<file path="src/rtl/trg_pkg.sv">
package trg_pkg;

  localparam int COORD_BITS = 16;
  localparam int PART_BITS  = 8;
  // size * (idx + 1) needs one bit beyond the index width
  localparam int NUM_BITS   = COORD_BITS + PART_BITS + 1;
  localparam int NUM_JOBS   = 8;
  localparam int JOB_BITS   = 3;
  localparam int CFG_BITS   = 2;

  localparam logic [CFG_BITS-1:0] CFG_BATCH_PARTS = 2'd0;
  localparam logic [CFG_BITS-1:0] CFG_CHAN_PARTS  = 2'd1;
  localparam logic [CFG_BITS-1:0] CFG_ROW_PARTS   = 2'd2;
  localparam logic [CFG_BITS-1:0] CFG_COL_PARTS   = 2'd3;

  localparam logic [1:0] DIM_BATCH = 2'd0;
  localparam logic [1:0] DIM_CHAN  = 2'd1;
  localparam logic [1:0] DIM_ROW   = 2'd2;
  localparam logic [1:0] DIM_COL   = 2'd3;

  typedef struct packed {
    logic [COORD_BITS-1:0] batch_start;
    logic [COORD_BITS-1:0] batch_end;
    logic [COORD_BITS-1:0] chan_start;
    logic [COORD_BITS-1:0] chan_end;
    logic [COORD_BITS-1:0] row_start;
    logic [COORD_BITS-1:0] row_end;
    logic [COORD_BITS-1:0] col_start;
    logic [COORD_BITS-1:0] col_end;
  } range_t;

  typedef struct packed {
    logic [COORD_BITS-1:0] tile_batch_start;
    logic [COORD_BITS-1:0] tile_batch_end;
    logic [COORD_BITS-1:0] tile_chan_start;
    logic [COORD_BITS-1:0] tile_chan_end;
    logic [COORD_BITS-1:0] tile_row_start;
    logic [COORD_BITS-1:0] tile_row_end;
    logic [COORD_BITS-1:0] tile_col_start;
    logic [COORD_BITS-1:0] tile_col_end;
    logic                  last_tile;
  } tile_t;

  typedef struct packed {
    logic [PART_BITS-1:0] batch_parts;
    logic [PART_BITS-1:0] chan_parts;
    logic [PART_BITS-1:0] row_parts;
    logic [PART_BITS-1:0] col_parts;
  } parts_t;

  typedef struct packed {
    logic                 start;
    logic [NUM_BITS-1:0]  num;
    logic [PART_BITS-1:0] den;
  } div_req_t;

  typedef struct packed {
    logic                done;
    logic [NUM_BITS-1:0] quot;
  } div_rsp_t;

  // a zero part count behaves as one
  function automatic logic [PART_BITS-1:0] eff_parts(input logic [PART_BITS-1:0] p);
    eff_parts = (p == '0) ? PART_BITS'(1) : p;
  endfunction

endpackage

</file>
<file path="src/rtl/trg_div.sv">
module trg_div
  import trg_pkg::*;
(
  input  logic     clk,
  input  logic     rst,
  input  div_req_t req,
  output div_rsp_t rsp
);

  localparam int CNT_BITS = $clog2(NUM_BITS + 1);

  logic                 busy;
  logic                 done;
  logic [CNT_BITS-1:0]  cnt;
  logic [NUM_BITS-1:0]  num;
  logic [PART_BITS-1:0] rem;
  logic [PART_BITS-1:0] den;

  logic [PART_BITS:0]   shifted;
  logic [PART_BITS:0]   diff;
  logic                 ge;

  assign shifted = {rem, num[NUM_BITS-1]};
  assign ge      = shifted >= {1'b0, den};
  assign diff    = shifted - {1'b0, den};

  always_ff @(posedge clk) begin
    if (rst) begin
      busy <= 1'b0;
      done <= 1'b0;
      cnt  <= '0;
    end else begin
      done <= 1'b0;
      if (req.start) begin
        busy <= 1'b1;
        cnt  <= CNT_BITS'(NUM_BITS);
      end else if (busy) begin
        cnt <= cnt - CNT_BITS'(1);
        if (cnt == CNT_BITS'(1)) begin
          busy <= 1'b0;
          done <= 1'b1;
        end
      end
    end
  end

  // restoring division, one quotient bit per cycle shifted into num
  always_ff @(posedge clk) begin
    if (req.start) begin
      num <= req.num;
      den <= req.den;
      rem <= '0;
    end else if (busy) begin
      num <= {num[NUM_BITS-2:0], ge};
      rem <= ge ? diff[PART_BITS-1:0] : shifted[PART_BITS-1:0];
    end
  end

  assign rsp.done = done;
  assign rsp.quot = num;

endmodule

</file>
<file path="src/rtl/trg_ctrl.sv">
module trg_ctrl
  import trg_pkg::*;
(
  input  logic     clk,
  input  logic     rst,
  input  logic     range_valid,
  output logic     range_stall,
  input  range_t   range_data,
  input  parts_t   parts,
  input  logic     out_free,
  output logic     load,
  output tile_t    result,
  output div_req_t div_req,
  input  div_rsp_t div_rsp
);

  localparam logic [2:0] S_IDLE = 3'd0;
  localparam logic [2:0] S_SIZE = 3'd1;
  localparam logic [2:0] S_MUL  = 3'd2;
  localparam logic [2:0] S_DIV  = 3'd3;
  localparam logic [2:0] S_WAIT = 3'd4;
  localparam logic [2:0] S_HOLD = 3'd5;

  logic [2:0]            state;
  logic [JOB_BITS-1:0]   job;
  range_t                rng;
  logic [COORD_BITS-1:0] size;
  logic [NUM_BITS-1:0]   prod;
  logic [COORD_BITS-1:0] res [NUM_JOBS];

  logic [PART_BITS-1:0]  batch_idx, chan_idx, row_idx, col_idx;

  logic [1:0]            dim;
  logic                  hi;
  logic [COORD_BITS-1:0] s_sel, e_sel;
  logic [PART_BITS-1:0]  p_sel, i_sel;
  logic [COORD_BITS-1:0] size_calc;
  logic [PART_BITS:0]    mult_op;
  logic [NUM_BITS-1:0]   prod_calc;
  logic [COORD_BITS-1:0] res_calc;

  logic [PART_BITS:0]    nb, nh, nr, nc;
  logic                  bw, hw, rw, cw;

  assign dim = job[JOB_BITS-1:1];
  assign hi  = job[0];

  always_comb begin
    unique case (dim)
      DIM_BATCH: begin
        s_sel = rng.batch_start;
        e_sel = rng.batch_end;
        p_sel = parts.batch_parts;
        i_sel = batch_idx;
      end
      DIM_CHAN: begin
        s_sel = rng.chan_start;
        e_sel = rng.chan_end;
        p_sel = parts.chan_parts;
        i_sel = chan_idx;
      end
      DIM_ROW: begin
        s_sel = rng.row_start;
        e_sel = rng.row_end;
        p_sel = parts.row_parts;
        i_sel = row_idx;
      end
      DIM_COL: begin
        s_sel = rng.col_start;
        e_sel = rng.col_end;
        p_sel = parts.col_parts;
        i_sel = col_idx;
      end
      default: begin
        s_sel = rng.col_start;
        e_sel = rng.col_end;
        p_sel = parts.col_parts;
        i_sel = col_idx;
      end
    endcase
  end

  // reversed range gives an empty tile at the start
  assign size_calc = (e_sel >= s_sel) ? (e_sel - s_sel) : '0;
  assign mult_op   = {1'b0, i_sel} + (PART_BITS + 1)'(hi);
  assign prod_calc = NUM_BITS'(size) * NUM_BITS'(mult_op);
  assign res_calc  = s_sel + div_rsp.quot[COORD_BITS-1:0];

  assign div_req.start = (state == S_DIV);
  assign div_req.num   = prod;
  assign div_req.den   = eff_parts(p_sel);

  // coordinate step: column fastest, batch slowest
  assign nc = {1'b0, col_idx} + (PART_BITS + 1)'(1);
  assign nr = {1'b0, row_idx} + (PART_BITS + 1)'(1);
  assign nh = {1'b0, chan_idx} + (PART_BITS + 1)'(1);
  assign nb = {1'b0, batch_idx} + (PART_BITS + 1)'(1);
  assign cw = nc >= {1'b0, eff_parts(parts.col_parts)};
  assign rw = nr >= {1'b0, eff_parts(parts.row_parts)};
  assign hw = nh >= {1'b0, eff_parts(parts.chan_parts)};
  assign bw = nb >= {1'b0, eff_parts(parts.batch_parts)};

  assign range_stall = (state != S_IDLE);
  assign load        = (state == S_HOLD) && out_free;

  always_comb begin
    result.tile_batch_start = res[0];
    result.tile_batch_end   = res[1];
    result.tile_chan_start  = res[2];
    result.tile_chan_end    = res[3];
    result.tile_row_start   = res[4];
    result.tile_row_end     = res[5];
    result.tile_col_start   = res[6];
    result.tile_col_end     = res[7];
    result.last_tile        = cw && rw && hw && bw;
  end

  always_ff @(posedge clk) begin
    if (rst) begin
      state     <= S_IDLE;
      job       <= '0;
      batch_idx <= '0;
      chan_idx  <= '0;
      row_idx   <= '0;
      col_idx   <= '0;
    end else begin
      unique case (state)
        S_IDLE: begin
          if (range_valid) begin
            job   <= '0;
            state <= S_SIZE;
          end
        end
        S_SIZE: state <= S_MUL;
        S_MUL:  state <= S_DIV;
        S_DIV:  state <= S_WAIT;
        S_WAIT: begin
          if (div_rsp.done) begin
            if (job == JOB_BITS'(NUM_JOBS - 1)) begin
              state <= S_HOLD;
            end else begin
              job   <= job + JOB_BITS'(1);
              state <= S_SIZE;
            end
          end
        end
        S_HOLD: begin
          if (out_free) begin
            state   <= S_IDLE;
            col_idx <= cw ? '0 : nc[PART_BITS-1:0];
            if (cw) begin
              row_idx <= rw ? '0 : nr[PART_BITS-1:0];
              if (rw) begin
                chan_idx <= hw ? '0 : nh[PART_BITS-1:0];
                if (hw) begin
                  batch_idx <= bw ? '0 : nb[PART_BITS-1:0];
                end
              end
            end
          end
        end
        default: state <= S_IDLE;
      endcase
    end
  end

  always_ff @(posedge clk) begin
    if (state == S_IDLE && range_valid) begin
      rng <= range_data;
    end
    if (state == S_SIZE) begin
      size <= size_calc;
    end
    if (state == S_MUL) begin
      prod <= prod_calc;
    end
    if (state == S_WAIT && div_rsp.done) begin
      res[job] <= res_calc;
    end
  end

endmodule

</file>
<file path="src/rtl/tile_range_generator_top.sv">
// Tile range generator.
// Input channel (range_valid / range_stall / range_data) takes a 4-D range:
// batch, channel, row and column, each a start and an end one past it. For
// each range the block returns one tile descriptor on the output channel
// (tile_valid / tile_stall / tile_data): the sub-range of the current tile
// in every dimension, start + size*idx/parts .. start + size*(idx+1)/parts,
// and last_tile on the tile after which the coordinate wraps to zero. The
// coordinate then steps, column fastest, batch slowest.
// Part counts are written on cfg_we / cfg_index / cfg_data while idle.
// One shared restoring divider producing one quotient bit per cycle does the
// eight divisions, one per tile bound, in turn.
// range_stall stays high from acceptance until the descriptor moves into
// the output register, so the next range is taken while a finished tile
// waits there. A stalled tile holds; the next one waits in the sequencer.
// Reset clears the tile coordinate to zero and all part counts to one.
module tile_range_generator_top
  import trg_pkg::*;
(
  input  logic                 clk,
  input  logic                 rst,
  input  logic                 range_valid,
  output logic                 range_stall,
  input  range_t               range_data,
  output logic                 tile_valid,
  input  logic                 tile_stall,
  output tile_t                tile_data,
  input  logic                 cfg_we,
  input  logic [CFG_BITS-1:0]  cfg_index,
  input  logic [PART_BITS-1:0] cfg_data
);

  parts_t   parts;
  logic     out_free;
  logic     load;
  tile_t    result;
  div_req_t div_req;
  div_rsp_t div_rsp;

  assign out_free = !tile_valid || !tile_stall;

  always_ff @(posedge clk) begin
    if (rst) begin
      parts.batch_parts <= PART_BITS'(1);
      parts.chan_parts  <= PART_BITS'(1);
      parts.row_parts   <= PART_BITS'(1);
      parts.col_parts   <= PART_BITS'(1);
    end else if (cfg_we) begin
      unique case (cfg_index)
        CFG_BATCH_PARTS: parts.batch_parts <= cfg_data;
        CFG_CHAN_PARTS:  parts.chan_parts  <= cfg_data;
        CFG_ROW_PARTS:   parts.row_parts   <= cfg_data;
        CFG_COL_PARTS:   parts.col_parts   <= cfg_data;
        default: ;
      endcase
    end
  end

  always_ff @(posedge clk) begin
    if (rst) begin
      tile_valid <= 1'b0;
    end else if (load) begin
      tile_valid <= 1'b1;
    end else if (!tile_stall) begin
      tile_valid <= 1'b0;
    end
  end

  always_ff @(posedge clk) begin
    if (load) begin
      tile_data <= result;
    end
  end

  trg_ctrl u_ctrl (
    .clk         (clk),
    .rst         (rst),
    .range_valid (range_valid),
    .range_stall (range_stall),
    .range_data  (range_data),
    .parts       (parts),
    .out_free    (out_free),
    .load        (load),
    .result      (result),
    .div_req     (div_req),
    .div_rsp     (div_rsp)
  );

  trg_div u_div (
    .clk (clk),
    .rst (rst),
    .req (div_req),
    .rsp (div_rsp)
  );

endmodule

</file>
<file path="config.mk">
export PLATFORM = sky130hd
export DESIGN_NAME = tile_range_generator_top
export DESIGN_NICKNAME = d
export VERILOG_FILES = /design/src/rtl/trg_pkg.sv /design/src/rtl/trg_div.sv /design/src/rtl/trg_ctrl.sv /design/src/rtl/tile_range_generator_top.sv
export SDC_FILE = /design/constraint.sdc
export NUM_CORES = 1
export LEC_CHECK = 0
export ABC_AREA = 1
export ABC_CLOCK_PERIOD_IN_PS = 11200
export BUFFER_PORTS_ARGS = -buffer_cell sky130_fd_sc_hd__buf_4
export CORE_MARGIN = 1.5
export CORE_UTILIZATION = 45
export CTS_BUF_LIST = sky130_fd_sc_hd__clkbuf_4 sky130_fd_sc_hd__clkbuf_8
export CTS_CLUSTER_SIZE = 10
export DETAILED_ROUTE_END_ITERATION = 6
export MAX_ROUTING_LAYER = met4
export PLACE_DENSITY = 0.72
export SYNTH_ARGS = -nofsm -noshare
export SYNTH_HDL_FRONTEND = slang
export SYNTH_SLANG_ARGS = --single-unit
</file>
<file path="constraint.sdc">
create_clock -name clk -period 11.2 [get_ports clk]
set_input_delay 2.24 -clock clk [delete_from_list [all_inputs] [get_ports clk]]
set_output_delay 2.24 -clock clk [all_outputs]
set_load 0.02 [all_outputs]
</file>
# Word-level counts from Yosys, hierarchy flattened
# Memory sizes are Yosys's and may differ from the RTL's. A register that Yosys moved wholly into a read port is not among the register bits.
# Index checks and enable logic that the tools add are counted.
# word_totals
register_bits	289
latch_bits	0
ram_bits	128
romBits	0
memories	1
# classes
add_sub_neg	10
mul	1
div	0
n_lt_le_gt_ge	6
n_eq_ne	18
shifts	0
mux	34
bitwise_logic	1
reduce_logical	32
# mem_list
name	depth	width	rd	rd_clocked_by_memory_dff	write_ports	line	source
u_ctrl.res	8	16	8	8	1	trg_ctrl.sv:29	logic [COORD_BITS-1:0] res [NUM_JOBS];
# op_table
cell	n
$pmux 16 s4	2
$mux 8	9
$pmux 8 s4	2
$mux 25	2
$ge 9x8->1	5
$logic_not 8->1	5
$add 8x1->9 const B	4
$mul 16x9->25	1
$mux 3	7
$pmux 3 s6	1
$add 16x16->16	1
$ge 16x16->1	1
$sub 16x16->16	1
$mux 5	2
$reduce_and 2->1	5
$add 8x1->9	1
$eq 3x3->1 const B	3
$eq 2x2->1 const B	4
$mux 1	8
$reduce_and 4->1	2
$sub 8x8->8	1
$eq 3x2->1 const B	2
$logic_and 1x1->1	6
$ne 2x1->1 const B	3
other kinds (18)	24

# Longest topological paths before layout
# Gate-level depths: netlist (run 1).
# depth
depth_word	6
depth_mapped	33
depth_no_buf	31

# Cells and area by module
# A second synthesis (run 1) with hierarchy kept.
# unflattened
cells_unflattened	2555
area_unflattened_um2	27436.3
# by_module_without_submodules
module	n_inst	cells_each	area_per_inst_um2	seq_area_each_um2
trg_ctrl	1	1934	19691.4	9679.3
tile_range_generator_top	1	334	5255.0	4534.3
trg_div	1	287	2489.9	1291.2

# Worst setup path after synthesis (run 1)
# Ideal clock, no wire load.
# synth_path
kind	input -> register
from	input port range_valid
to	register u_ctrl.job[1]
t_arrival_ns	8.303
required_ns	11.068
slack_ns	2.764
path_stages	5
path_buffers	0
path_cell_list	inv_1 -> nor2_1 -> nor2_1 -> nand2_1 -> a21oi_1
# synth_between
elab_chain_len	2
# synth_lines
item	line	source
start, declared	tile_range_generator_top.sv:21	input logic range_valid,
$ne 2x2->1 (no source line)	-	
$reduce_and 4->1 (no source line)	-	
end signal, assigned	trg_ctrl.sv:142	job <= job + JOB_BITS'(1);
end, declared	trg_ctrl.sv:25	logic [JOB_BITS-1:0] job;
# No other way between the ends.
# A chain may end at the register's enable or synchronous reset.

# Worst setup path after layout (run 1)
# layout_path
from	register u_ctrl.job[1]
to	register u_ctrl.prod[18] (data pin)
# layout_between
elab_chain_len	4
elab_cells_between_ends	7
cone_classes	add/sub (1); mul (1); eq/ne (3); mux (1); reduce/logical (1)
# layout_lines
item	line	source
$eq 2x2->1 (tied with other cells)	trg_ctrl.sv:49	unique case (dim)
$pmux 8 s4 *	trg_ctrl.sv:49	
$add 8x1->9 *	trg_ctrl.sv:85	assign mult_op = {1'b0, i_sel} + (PART_BITS + 1)'(hi);
$mul 16x9->25 *	trg_ctrl.sv:86	assign prod_calc = NUM_BITS'(size) * NUM_BITS'(mult_op);
via u_ctrl.prod_calc[18]	trg_ctrl.sv:39	logic [NUM_BITS-1:0] prod_calc;
end signal, assigned	trg_ctrl.sv:175	prod <= prod_calc;
end, declared	trg_ctrl.sv:28	logic [NUM_BITS-1:0] prod;
# Mark *: on every way through the listed nets, which the timed path passes. The rest lies on a longest branch.

==> results of run 1 <==
layout make-up:
type,count,share of cell area (%)
Timing Repair Buffer,292,6.92
Clock buffer,120,4.74
Multi-Input combinational cell,1484,30.6
Inverter,368,4.37
Clock inverter,42,1.36
Sequential cell,545,48.9
Tap cell,773,3.05
sequential cells by signal (all words and copies together), names as in the netlist, 16 cells and up:
signal / flops
tile_data: 129
u_ctrl.res: 128
u_ctrl.rng: 128
parts: 32
u_ctrl.prod: 25
u_div.num: 25
u_ctrl.size: 16
worst register-to-register path, delay by kind of cell (launching register included):
| family | cells | cell delay [ns] |
|---|---|---|
| flops | 1 | 0.36 |
| simple gates | 11 | 1.89 |
| fa+ha+maj | 7 | 2.91 |
| compound gates | 5 | 1.02 |
| buf+inv | 6 | 1.25 |
layer usage:
metal	up-vias	GRT usage, %	part of all wire [%]
met5	-	-	0
met4	0	8.59	3.2
met3	134	3.44	6.5
met2	711	37.9	48
met1	8984	29.0	43
li1	8894	-	-
synthesized netlist by cell type, drive strengths merged, types with 2 or more instances:
| cell | n | area (µm²) |
|---|---|---|
| a21oi | 122 | 611 |
| a21o | 6 | 45.0 |
| clkbuf | 35 | 133 |
| nand4 | 26 | 163 |
| o211ai | 14 | 105 |
| clkinv | 2 | 7.51 |
| a31oi | 15 | 93.8 |
| a221oi | 4 | 35.0 |
| nand3b | 5 | 37.5 |
| inv | 366 | 1370 |
| edfxtp | 459 | 13800 |
| nor4 | 7 | 43.8 |
| nand3 | 72 | 365 |
| o41ai | 3 | 26.3 |
| o221ai | 4 | 41.3 |
| nand2 | 466 | 1760 |
| xnor2 | 20 | 175 |
| o21bai | 5 | 37.5 |
| o21ai | 130 | 654 |
| a211oi | 9 | 67.6 |
| o22ai | 3 | 18.8 |
| ha | 126 | 1580 |
| a41oi | 5 | 43.8 |
| dfxtp | 86 | 1720 |
| buf | 23 | 116 |
| o31ai | 4 | 30.0 |
| o21a | 18 | 135 |
| or2 | 7 | 43.8 |
| fa | 102 | 2040 |
| nor3 | 20 | 100 |
| xor2 | 53 | 479 |
| nor2 | 233 | 890 |
cells by family after synthesis:
group                      synth area share [%]
xor gates and xnor gates                   2.44
adders and majority gates                  13.5
DFF                                        57.9
and+or+nand+nor                            12.7
AOI/OAI and AO/OA                          7.35
buffers and inverters                      6.08
metrics by stage:
stage | power, mW | cell area, µm² | setup WS [ns]
3_5_place_dp | 2.92 | 29700 | 3.64
4_1_cts | 4.76 | 31700 | 3.63
2_1_floorplan | 2.74 | 26800 | 2.76
6_report | 4.71 | 31700 | 3.50
5_1_grt | 4.91 | 31700 | 2.91
3_3_place_gp | 2.90 | 29700 | 3.84
how the worst min path moves through the flow:
stage | start | endpoint
final | u_ctrl.res[0][0]$_DFFE_PP_ | tile_data[113]$_DFFE_PP_
after detailed placement | u_ctrl.res[0][0]$_DFFE_PP_ | tile_data[113]$_DFFE_PP_
after CTS | u_ctrl.res[6][3]$_DFFE_PP_ | tile_data[20]$_DFFE_PP_
after global routing | u_ctrl.res[5][0]$_DFFE_PP_ | tile_data[33]$_DFFE_PP_
after floorplan | u_ctrl.res[1][3]$_DFFE_PP_ | tile_data[100]$_DFFE_PP_
after global placement | u_ctrl.res[2][8]$_DFFE_PP_ | tile_data[89]$_DFFE_PP_
report_power, final:
group | switching (mW) | total, mW | internal (mW)
combinational | 0.324 | 0.487 | 0.163
sequential | 0.0557 | 2.39 | 2.34
clock | 0.785 | 1.83 | 1.04
==> impl_results.md, run 1 <==
- Status: finished clean
- # Max-Cap Violations: 0
- Total Nets Final: 3150
- Fillers: 5101
- Lkg Pwr: between 10 and 15 nW
- Critical path launch point type: register
- Mapped cell area: between 20000 and 30000 µm²
- Worst r2r src: u_ctrl.job[1]$_SDFFE_PP0P_
- R2R Setup Slk: roughly 3.5 ns
- Setup_tns: 0 ns
- WHS: between 0.4 and 0.5 ns
- Synth unique cells: 49
- Crit Path Max Fanout: 41
- CTS Root Cell: clkbuf_8
- Ports: 274
- Worst Skew: 0.0191 ns
- Tcrit/Tclk final: 68.7%
- Dpl hpwl: 51900 µm
- Gr usage total: between 20% and 30%
- Multi-input logic area: just under 10000 µm²
- Final Routed Wirelength: 67300 µm
- GRT Residual Overflow: 0
- Fin. Hold Viols: 0
- Vias in the first global route: 18832
- Final Max Slew Viols: 0
- Die Width: 247 µm
- Core Rows: 89
- Synth Area per Inst: 10.9 µm²
- Drt first pass iters: 6
- Post-CTS Setup Repair Bufs: 0
- Largest net degree at the start of global routing: 89
- Clk buf depth: 3
- RSZ-0062 raised after global routing: no
- Slowest stage delay, CP: 0.55 ns
- Initial DRC Count: 1180
- Final min period: 7.70 ns
- Synth warnings: 0
- FF-to-FF path depth: 29
- Post_cts resized: 0
- H-tree levels: 3
- Core ar.: between 50000 and 60000 µm²
- Port Buf Inserts: 273
- Vias/cell: between 5 and 6
- Most common cell on crit path: nand2_1
- Worst Tran Pin Value: 1.06 ns
- Clk_lat worst skew: 0.69 ns
- Commonest non-fill, non-tap cell in the layout: nand2_1
- WS Path Type: register to register
- Total power density per cell area: 149 nW/µm²
- Number of remaining DRC errors: 0
- Hold-fix buffers, CTS: 0
- Util after Layout: 53.8%
- Average wire per cell in the routed design: 18.6 µm
- Initial Util: 45.5%
- Worst Path Required: between 10 and 15 ns
- FF/Latch Area: 15500 µm²
- Inserted Clock Buffers: 88
- Total placed cells including tap cells: 3462
- # setup viols final: 0
- Post-Syn Instances: 2455
- Crit-path leading delay family: adder cells
- Hold Path Stages: 0
- Antenna violations before repair: 0
- Syn Nets: roughly 2800
- Height of the die: 247 µm
- Cell depth of the worst setup path: 29
- CP bufs+invs: 6
- Data arrival, critical path: ~8 ns
- Most frequent cells in the layout: nand2_1 (462), edfxtp_1 (459), inv_1 (358), buf_4 (292), nor2_1 (222)
- Final RePlAce weighted congestion: roughly 0.92
- Peak VDD IR: between 0.1 and 0.15 mV
- Setup crit start: u_ctrl.job[1]$_SDFFE_PP0P_
- Post-synth EDFFs: between 400 and 500
- Fmax: 130 MHz
- Final ANT Viol Nets: 0
- Worst Setup End Kind: register
- Min-delay worst type: register to register
- Setup crit end: u_ctrl.prod[18]$_DFFE_PP_
- Synthesis-to-layout area growth: 18.2%
- First-pass GRT wire length: 104000 µm
- Share of cells above drive strength 1: between 15 and 20%
- Cell Count, Final, Fillers Out: 3624
- Worst flop-to-flop path endpoint: u_ctrl.prod[18]$_DFFE_PP_
- Primary FF master, synth: edfxtp_1
- Slowest CP cell: nand4_1
- Async S/R FF share, synth: 0%
- Rel. slew slack: between 20 and 30%
- CTS tree: built
- Vias post-DR: 18723
- CTS clk-pin slew, worst paths: 0.06 ns
- Die Area: 61000 µm²
- Num Clock Sinks: roughly 550
- Inserted Diodes: 0
- Sequential share of the synthesized area: between 50% and 60%
- Synthesis-stage register bit count: 545
Power figures use the tool's default switching activity.
==> inputs of run 2 (changes only) <==
ABC_CLOCK_PERIOD_IN_PS = 7500   (was 11200)
clock period = 7.5 ns   (was 11.2 ns; I/O delays follow)
==> run 2 against run 1 <==
Net effect: first-iteration DRC count grew 6.9%; sequential power grew 49%; clock-buffer cell count shrank 1; final area shrank 0.41%.
==> impl_results.md, run 2 (same netlist as run 1, synthesis figures left out) <==
- Most common cell on crit path: inv_1
- Vias in the first global route: 18682 (-0.80%)
- Worst Skew: 0.0450 ns (+0.0259 ns)
- Die Area: 61000 µm² (unchanged)
- Slowest CP cell: inv_2
- Multi-input logic area: 9700 µm² (about the same)
- Synthesis-to-layout area growth: 17.8%
- Crit-path leading delay family: adder cells
- Initial Util: 45.5% (unchanged)
- FF/Latch Area: 15500 µm² (unchanged)
- Setup_tns: 0 ns (unchanged)
- Final ANT Viol Nets: 0 (unchanged)
- Critical path launch point type: register
- Fin. Hold Viols: 0 (unchanged)
- Final min period: 6.80 ns (-0.903 ns)
- Final Routed Wirelength: 66100 µm (-1.8%)
- Total power density per cell area: 218 nW/µm² (+47%)
- Commonest non-fill, non-tap cell in the layout: nand2_1
- Total power draw: 6.87 mW (+46%)
- Port Buf Inserts: 273 (unchanged)
- Average wire per cell in the routed design: 18.3 µm (-1.7%)
- # Max-Cap Violations: 0 (unchanged)
- Drt first pass iters: 5 (-1)
- Status: finished clean
- Final RePlAce weighted congestion: 0.988 (+6.8%)
- Fillers: 4968 (-2.6%)
- Number of remaining DRC errors: 0 (unchanged)
- Rel. slew slack: 12.7% (-17 points)
- Final Max Slew Viols: 0 (unchanged)
- RSZ-0062 raised after global routing: no
- Largest net degree at the start of global routing: 81 (-9.0%)
- Fmax: 147 MHz (+13%)
- Worst Path Required: 7.92 ns (-3.72 ns)
- Hold-fix buffers, CTS: 0 (unchanged)
- Min-delay worst type: register to register
- Tcrit/Tclk final: 90.6% (+22 points)
- Post_cts resized: 0 (unchanged)
- H-tree levels: 3 (unchanged)
- Die Width: 247 µm (unchanged)
- Height of the die: 247 µm (unchanged)
- Initial DRC Count: 1262 (+6.9%)
- GRT Residual Overflow: 0 (unchanged)
- Vias post-DR: 18776 (+0.28%)
- Core Rows: 89 (unchanged)
- Ports: 274 (unchanged)
- Vias/cell: 5.19 (+0.39%)
- # setup viols final: 0 (unchanged)
- Total Nets Final: 3155 (+0.16%)
- Worst Tran Pin Value: 1.31 ns (+0.250 ns)
- First-pass GRT wire length: 102000 µm (-1.9%)
- Inserted Clock Buffers: 87 (-1.1%)
- CTS tree: built
- Peak VDD IR: 0.157 mV (+43%)
- Post-CTS Setup Repair Bufs: 0 (unchanged)
- Num Clock Sinks: 545 (unchanged)
- Lkg Pwr: 13.5 nW (-0.38%)
- Cell Chain, Critical Path: inv_2, nand2_2, inv_1, a21oi_1, ha_1, ha_1, nand2_2, nand2_1, inv_1, nand2_1, fa_1, inv_1, fa_1, inv_1, fa_1, fa_1, inv_1, ha_1, nand2_1, o21ai_0, nor2_1, o21ai_0, a21oi_1, xnor2_1
- Top flop regs: tile_data x129, u_ctrl.res x128, u_ctrl.rng x128
- Largest Register: tile_data
- WS Path Type: register to register
- CP bufs+invs: 6 (unchanged)
- Number of flip-flops under the largest register name: 129 (unchanged)
- Clk buf depth: 3 (unchanged)
- Slowest stage delay, CP: 0.57 ns (+0.02 ns)
- Share of cells above drive strength 1: 16.7% (about the same)
- Clk_lat worst skew: 0.69 ns (about the same)
- Antenna violations before repair: 1 (+1)
- Dpl hpwl: 50100 µm (-3.5%)
- Core ar.: 58900 µm² (unchanged)
- Gr usage total: 22.5% (-0.61 points)
- CTS Root Cell: clkbuf_8
- CTS clk-pin slew, worst paths: 0.06 ns (about the same)
- Most frequent cells in the layout: nand2_1 (462), edfxtp_1 (459), inv_1 (358), buf_4 (298), nor2_1 (224)
- Data arrival, critical path: 7.22 ns (-0.92 ns)
- Worst Setup End Kind: register
- Crit Path Max Fanout: 41 (unchanged)
==> run 2: cell types whose count changed in the layout (fill, tap and decap cells not counted), moves of 6 or more <==
cell / before / now
clkbuf_8: 96 / 88
buf_4: 292 / 298
clkbuf_4: 24 / 31
clkinv_1: 18 / 12
==> run 2: worst paths after layout <==
check | end | startpoint | cells after the start | slack (ns)
worst max-delay path | u_ctrl.prod[17]$_DFFE_PP_ | u_ctrl.job[1]$_SDFFE_PP0P_ | 24 | 0.70
worst min-delay path | tile_data[65]$_DFFE_PP_ | u_ctrl.res[3][0]$_DFFE_PP_ | 0 | 0.41
worst max register to register | u_ctrl.prod[17]$_DFFE_PP_ | u_ctrl.job[1]$_SDFFE_PP0P_ | 24 | 0.70
worst min register to register | tile_data[65]$_DFFE_PP_ | u_ctrl.res[3][0]$_DFFE_PP_ | 0 | 0.41
==> run 2: report_power, final <==
| group | total (mW) | internal (mW) | switching [mW] |
|---|---|---|---|
| logic | 0.727 | 0.243 | 0.484 |
| registers | 3.57 | 3.49 | 0.0799 |
| clock network | 2.57 | 1.43 | 1.15 |
| total | 6.87 | 5.16 | 1.71 |
==> run 2: final cells by class <==
| cell class | instances | share of cell area (%) |
|---|---|---|
| well taps | 773 | 3.07 |
| inverters | 368 | 4.39 |
| flip-flops and latches | 545 | 49.1 |
| clock buffers | 119 | 4.58 |
| clock inverters | 32 | 0.999 |
| diodes | 1 | 0.00793 |
| multi-input cells | 1484 | 30.7 |
| repair buffers | 298 | 7.09 |
==> run 2: routing by layer <==
layer  global-route usage, %  wire, µm  up-vias
met1                    27.9     27500     8954
li1                        -         -     8894
met5                       -         0        -
met3                    4.65      5510      118
met2                    37.0     31600      810
met4                    6.76      1530        0
==> run 2: worst register-to-register path, delay by kind of cell, from the launching register on <==
| kind | cells | cell delay (ns) |
|---|---|---|
| AOI/OAI and AO/OA | 4 | 0.91 |
| DFF | 1 | 0.37 |
| and+or+nand+nor | 6 | 0.81 |
| xor gates and xnor gates | 1 | 0.16 |
| buffers and inverters | 6 | 1.37 |
| adders and majority gates | 7 | 2.90 |
==> run 2: stage by stage <==
step | instance area (µm²) | hold slack, ns | setup WS [ns] | utilization (%) | std cells
finish | 31600 | 0.408 | 0.703 | 53.6 | 3620
global route | 31600 | 0.418 | 0.265 | 53.6 | 3620
CTS | 31500 | 0.394 | 0.802 | 53.6 | 3619
detailed placement | 29800 | 0.405 | 0.817 | 50.6 | 3468
global placement | 29800 | 0.401 | 0.972 | 50.6 | 3468
floorplan | 26800 | 0.400 | 1.41 | - | 2455
